`src/hw/rtl/mrpt_pkg.sv`:
```
`timescale 1ns / 1ps
package mrpt_pkg;

   localparam int NumberBits   = 32;
   localparam int WordBits     = 32;
   localparam int RoundsBits   = 6;
   localparam int DataBytes    = (WordBits + 1 + 7) / 8;
   localparam int RspDataBits  = DataBytes * 8;
   localparam logic [WordBits-1:0] NumberMask =
      WordBits'((64'd1 << NumberBits) - 64'd1);
   localparam logic [RoundsBits-1:0] RoundsReset = RoundsBits'(20);
   localparam logic [RoundsBits-1:0] RoundsMax   = RoundsBits'(32);
   localparam logic [WordBits-1:0]   LfsrSeed    = 32'h0000_ACE1;
   localparam logic [WordBits-1:0]   LfsrTaps    = 32'h8020_0003;
   localparam int MulCntBits = $clog2(WordBits);

   typedef enum logic [3:0] {
      ST_IDLE,
      ST_SPLIT,
      ST_ROUND,
      ST_BASE_WAIT,
      ST_POW,
      ST_ACC_MUL,
      ST_SQ_MUL,
      ST_CHECK,
      ST_SQR,
      ST_X_MUL,
      ST_DONE
   } state_type;

   // request to the modular multiplier
   typedef struct packed {
      logic                start;
      logic [WordBits-1:0] a;
      logic [WordBits-1:0] b;
      logic [WordBits-1:0] m;
   } mm_req_type;

   function automatic logic [WordBits-1:0] lfsr_step(input logic [WordBits-1:0] v);
      logic [WordBits-1:0] sh;
      sh = {1'b0, v[WordBits-1:1]};
      return v[0] ? (sh ^ LfsrTaps) : sh;
   endfunction

endpackage

```
`src/hw/rtl/mrpt_modmul.sv`:
```
`timescale 1ns / 1ps
// Interleaved modular multiply: one bit of b per cycle, MSB first.
// Needs a <= m, result = a*b mod m.
module mrpt_modmul (
   input  logic                            clock,
   input  logic                            reset,
   input  mrpt_pkg::mm_req_type            req,
   output logic                            done,
   output logic [mrpt_pkg::WordBits-1:0]   result
);

   localparam int W = mrpt_pkg::WordBits;

   logic                              busy_ff, busy_in;
   logic                              done_ff, done_in;
   logic [mrpt_pkg::MulCntBits-1:0]   cnt_ff, cnt_in;
   logic [W-1:0]                      acc_ff, acc_in;
   logic [W-1:0]                      a_ff, a_in;
   logic [W-1:0]                      b_ff, b_in;
   logic [W-1:0]                      m_ff, m_in;
   logic [W+1:0]                      t, m1, m2, red;

   always_comb begin
      t   = {1'b0, acc_ff, 1'b0} + (b_ff[W-1] ? {2'b00, a_ff} : '0);
      m1  = {2'b00, m_ff};
      m2  = {1'b0, m_ff, 1'b0};
      if (t >= m2) begin
         red = t - m2;
      end else if (t >= m1) begin
         red = t - m1;
      end else begin
         red = t;
      end
   end

   always_comb begin
      busy_in = busy_ff;
      done_in = 1'b0;
      cnt_in  = cnt_ff;
      acc_in  = acc_ff;
      a_in    = a_ff;
      b_in    = b_ff;
      m_in    = m_ff;
      if (busy_ff) begin
         acc_in = red[W-1:0];
         b_in   = {b_ff[W-2:0], 1'b0};
         cnt_in = cnt_ff + mrpt_pkg::MulCntBits'(1);
         if (cnt_ff == mrpt_pkg::MulCntBits'(W - 1)) begin
            busy_in = 1'b0;
            done_in = 1'b1;
         end
      end else if (req.start) begin
         busy_in = 1'b1;
         cnt_in  = '0;
         acc_in  = '0;
         a_in    = req.a;
         b_in    = req.b;
         m_in    = req.m;
      end
   end

   always_ff @(posedge clock) begin
      if (reset) begin
         busy_ff <= 1'b0;
         done_ff <= 1'b0;
         cnt_ff  <= '0;
      end else begin
         busy_ff <= busy_in;
         done_ff <= done_in;
         cnt_ff  <= cnt_in;
      end
      acc_ff <= acc_in;
      a_ff   <= a_in;
      b_ff   <= b_in;
      m_ff   <= m_in;
   end

   assign done   = done_ff;
   assign result = acc_ff;

endmodule

```
`config.mk`:
```
export PLATFORM = sky130hd
export DESIGN_NAME = mrpt_modmul
export DESIGN_NICKNAME = d
export VERILOG_FILES = /design/src/hw/rtl/mrpt_pkg.sv /design/src/hw/rtl/mrpt_modmul.sv
export SDC_FILE = /design/constraint.sdc
export NUM_CORES = 1
export LEC_CHECK = 0
export CAP_MARGIN = 10
export CORE_UTILIZATION = 50
export DETAILED_ROUTE_END_ITERATION = 8
export DONT_BUFFER_PORTS = 1
export HOLD_SLACK_MARGIN = 0.1
export PLACE_DENSITY_LB_ADDON = 0.05
export SLEW_MARGIN = 15
export SYNTH_ARGS = -nofsm -noshare
export SYNTH_HDL_FRONTEND = slang
export SYNTH_SLANG_ARGS = --single-unit
```
`constraint.sdc`:
```
create_clock -name clock -period 6.1 [get_ports clock]
set_input_delay 1.22 -clock clock [delete_from_list [all_inputs] [get_ports clock]]
set_output_delay 1.22 -clock clock [all_outputs]
set_load 0.005 [all_outputs]
```
# ---- Yosys cells after proc, flatten, opt, wreduce, memory -nomap -nowiden
# Cells that the tools add are included.
dict set report classes {
  n_mux 13
  n_eq_ne 1
  shifts 0
  div_mod_pow 0
  magnitude_cmp 2
  reduce_logical 3
  bitwise 1
  mul 0
  n_addsub 4
}
# cell n
set op_table {}
lappend op_table {{$mux 32} 7}
lappend op_table {{$sub 32x32->32} 2}
lappend op_table {{$add 33x32->34} 1}
lappend op_table {{$ge 34x32->1} 1}
lappend op_table {{$ge 34x33->1} 1}
lappend op_table {{$mux 5} 2}
lappend op_table {{$add 5x1->5 const B} 1}
lappend op_table {{$eq 5x5->1 const B} 1}
lappend op_table {{$mux 1} 4}
lappend op_table {{$reduce_and 2->1} 1}
lappend op_table {{$reduce_bool 2->1} 1}
lappend op_table {{$reduce_or 2->1} 1}
lappend op_table {{$not 1->1} 1}
dict set report totals {
  rom_bits 0
  latch_bits 0
  inputBits 99
  output_inout_bits 33
  ramBits 0
  ff_bits 135
  mem_count 0
  word_cells 32
}

# ---- Logic depth before layout (Yosys ltp)
dict set report depth {
  word_depth 6
  mapped_depth 25
  ltp_nobuf 23
}

# ---- Worst setup path before layout
# OpenSTA, ideal clock, no wires.
dict set report synth_path {
  path_type {reg2reg}
  start {register b_ff[31]}
  end {register acc_ff[14], in the netlist result[14], data pin}
  path_stages_with_launch 22
  path_buffers 2
  setup_ns 0.168
  period_less_slack_ns 5.211
  t_required_ns 5.932
  arrival_time_ns 5.043
  slack_ns 0.889
  cell_sequence {edfxtp_1 -> clkbuf_1 -> and2_1 -> ha_1 -> a21oi_1 -> o211ai_1 -> a221oi_2 -> nand3_1 -> a31o_2 -> a221oi_1 -> o21ai_0 -> xor2_1 -> ha_1 -> and3_1 -> clkbuf_1 -> nand2_1 -> o21ai_0 -> a41oi_4 -> o2111ai_4 -> nor2_4 -> or3_1 -> a221oi_2}
}
dict set report synth_via {
  elab_chain_cells 6
  elab_cells_between_ends 9
}
# item line_no
set synth_rtl {}
lappend synth_rtl {{start: declaration} mrpt_modmul.sv:19} ;# logic [W-1:0] b_ff, b_in;
lappend synth_rtl {{start signal: assignment} mrpt_modmul.sv:74} ;# b_ff <= b_in;
lappend synth_rtl {{$mux 32 (*)} mrpt_modmul.sv:24} ;# t = {1'b0, acc_ff, 1'b0} + (b_ff[W-1] ? {2'b00, a_ff} : '0);
lappend synth_rtl {{$add 33x32->34 (*)} mrpt_modmul.sv:24}
lappend synth_rtl {{$sub 32x32->32 / $ge 34x32->1 (equally long branches)} {mrpt_modmul.sv:30, mrpt_modmul.sv:29}}
lappend synth_rtl {{$mux 32} mrpt_modmul.sv:29} ;# end else if (t >= m1) begin
lappend synth_rtl {{$mux 32 (*)} mrpt_modmul.sv:27} ;# if (t >= m2) begin
lappend synth_rtl {{$mux 32 (*)} mrpt_modmul.sv:44} ;# if (busy_ff) begin
lappend synth_rtl {{end signal: assignment} mrpt_modmul.sv:72} ;# acc_ff <= acc_in;
lappend synth_rtl {{end: declaration} mrpt_modmul.sv:17} ;# logic [W-1:0] acc_ff, acc_in;
# Every way passes the cells marked *; elsewhere a longest branch is shown, timed or not.
# A chain may end at the register's enable or synchronous reset.

# ---- Final worst setup path
# Same ends and word-level chain as after synthesis.

==> metrics <==
status=finished clean; DR DRC count=0; share of cells above drive strength 1=13.59%; initial antenna violation count=2; met2 Use GR=41.49%; Worst Path Buf+Inv=5; Yosys top cell area share=36.23%; Die Y=147.1 µm; cell taking the most area after synthesis=edfxtp_1; crit end category=flip-flop; die width=147.1 µm; hold path depth=1; drt via density=5.992; worst slew pin tran=0.7735 ns; most frequent cell after synthesis=edfxtp_1; Pre-Repair DR Iteration Count=5; core footprint=0.02043 mm²; Vias=8407; Startpoint Class=flip-flop; FF-to-FF Start=b_ff[31]$_DFFE_PP_; area delta synth->final=14.07%; Mapped Area=0.01053 mm²; H-tree levels=4; post-CTS setup buffer count=0; CTS buffer count=17; cell count along the critical path=24; Row Count=52; drt total wl=27850 µm; synth warn=0; M1 GR Usage=36.40%; Worst Path Arrival=6.07 ns; CTS sink count=135; part of the cycle the worst path needs=95.48%; fillcell total=1848; Hold Path End=cnt_ff[3]$_SDFFE_PP0P_; Mean Syn Cell Area=9.873 µm²; max-cap violation count=0; Peak VDD IR=0.2810 mV; Root Buffer Master=clkbuf_16; IO Pins=132; DRT antenna net count=0; Post-synth top flop=edfxtp_1; worst hold start=cnt_ff[3]$_SDFFE_PP0P_; Starting Density=51.52%; cells along the critical path=buf_4 > buf_4 > buf_12 > and2_1 > ha_1 > nand3_1 > a2111oi_0 > buf_4 > a221oi_4 > nand3_2 > a31o_2 > a221oi_4 > o21ai_2 > mux2i_1 > or2_2 > ha_1 > nand2_1 > nor4_4 > a41oi_2 > o2111ai_4 > nor2_4 > buf_12 > or3_1 > a221oi_2; pre-CTS WS=-0.08477 ns; # setup viols final=0; final hold slack=0.4812 ns; power density cells=622.8 mW/mm²; largest cells by area after synthesis=edfxtp_1 (36%), ha_1 (12%), a21oi_1 (4.3%); Clk Latency, worst-skew pair=0.44 ns; Clk pin slew, worst setup/hold paths=0.07 ns; CP delay by family, top=compound AO/OA/AOI/OAI gates; first-pass GRT wire length=43930 µm; GRT busiest layer=met2; HP Class=reg -> reg; final hold violations=0; gpl congestion=0.8959; Storage cell area=0.003975 mm²; achievable frequency=171.7 MHz; Period minus WS final=5.824 ns; max incr delay on CP=0.44 ns; DP HPWL=21120 µm; GRT Overall Usage=26.21%; CTS tree=done; Worst path slowest cell=a221oi_4; CP startpoint=b_ff[31]$_DFFE_PP_; vias in the first global route=8104; synth unique cells=76; Mapped Nets=1265; R2R Setup Slk=0.28 ns; skew final=0.01646 ns; # nets final=1319; sequential-to-total area share from yosys stat=37.76%; Post-CTS Hold Buffers=0; met3 usage=6.087%; crit path max fanout=21; WL per Instance=19.85 µm; CTS Buffer Depth=2; full die area=0.02163 mm²; largest net degree at the start of global routing=68; Post-synth EDFFs=127; ys async rst share=0%; CP required=6.35 ns; Antenna diodes=0; Slew HR=48.44%; final setup margin=0.2755 ns; crit-path most repeated cell=buf_4; worst setup path class=reg -> reg; R2R Path End=result[14]$_SDFFCE_PN0P_; I/O Buffers=0; Synth Register Bits=135; Post-Syn Instances=1066; Max Slew Vio Count=0; most common library cells after synthesis=edfxtp_1 (127), ha_1 (97), a21oi_1 (90), inv_1 (65), nand2_1 (65); total global routing overflow=0; Leakage=5.108 nW; Multi-input gate area=0.006267 mm²; Reg2Reg Depth=24; Iteration-0 DRC Markers=555
where the power goes:
| group | internal (mW) | switching (mW) |
|---|---|---|
| Combinational | 2.18 | 2.88 |
| Clock | 0.559 | 0.521 |
| Sequential | 1.23 | 0.114 |
cells in the final DEF, fill, tap and decap left out, drive strengths merged, types with 28 or more instances in the layout:
cell,count
nand2,65
a22o,31
buf,71
xnor2,51
inv,72
edfxtp,127
nor2,51
ha,97
a21o,38
o21ai,60
nand3,28
a21oi,91
and2,37
worst reg2reg max path, cell delays in order, from the launching register on:
cell       delay [ns]
edfxtp_1         0.41
buf_4            0.16
buf_4            0.14
buf_12           0.13
and2_1           0.14
ha_1             0.40
nand3_1          0.15
a2111oi_0        0.08
buf_4            0.17
a221oi_4         0.44
nand3_2          0.16
a31o_2           0.31
a221oi_4         0.30
o21ai_2          0.14
mux2i_1          0.16
or2_2            0.34
ha_1             0.34
nand2_1          0.16
nor4_4           0.31
a41oi_2          0.18
o2111ai_4        0.14
nor2_4           0.07
buf_12           0.16
or3_1            0.41
a221oi_2         0.24
routing by layer:
metal	vias up	part of all wire, %
li1	4156	-
met1	3988	47
met2	231	45
met3	32	5.8
met4	0	1.4
met5	-	0
stage by stage:
step / TNS, ns / area, µm² / total power [mW] / utilization [%] / std cells
3_3_place_gp: 0 / 11260 / 6.234 / 55.10 / 1371
6_report: 0 / 12010 / 7.478 / 58.77 / 1403
4_1_cts: 0 / 11890 / 7.372 / 58.18 / 1403
3_5_place_dp: -0.08477 / 11260 / 6.248 / 55.10 / 1371
5_1_grt: -0.04851 / 12010 / 8.038 / 58.77 / 1403
2_1_floorplan: 0 / 10530 / 4.906 / - / 1066
what timing repair did:
item / in CTS / in global routing
pin swaps: 0 / 2
setup endpoints to repair: 3 / 32
resized for setup: 2 / 22
sequential cells by signal (all words and copies together), names as in the netlist:
name     count
busy_ff      1
cnt_ff       5
result      32
done         1
a_ff        32
b_ff        32
m_ff        32
worst max path at each step:
stage	slack, ns	endpoint
after floorplan	0.89	result[14]$_SDFFCE_PN0P_
after global placement	0.17	result[22]$_SDFFCE_PN0P_
after detailed placement	-0.08	result[14]$_SDFFCE_PN0P_
after CTS	0.04	result[14]$_SDFFCE_PN0P_
after global routing	-0.02	result[14]$_SDFFCE_PN0P_
final	0.28	result[14]$_SDFFCE_PN0P_
final cells by class:
type	count	share of cell area [%]
repair buffers	71	4.679
clock inverters	15	1.594
clock buffers	17	3.543
multi-input cells	829	52.20
flip-flops and latches	135	33.11
well taps	270	2.814
inverters	66	2.063
cells by family after synthesis:
kind of cell | count (synthesis) | share of synthesized area [%]
AO/OA/AOI/OAI | 345 | 23.21
XOR/XNOR | 78 | 6.491
adder cells (fa/ha/maj) | 100 | 12.10
buffers and inverters | 102 | 4.018
flip-flops | 135 | 37.76
multiplexers | 27 | 2.568
AND/OR/NAND/NOR | 279 | 13.86
(Power assumes the default switching activity.)
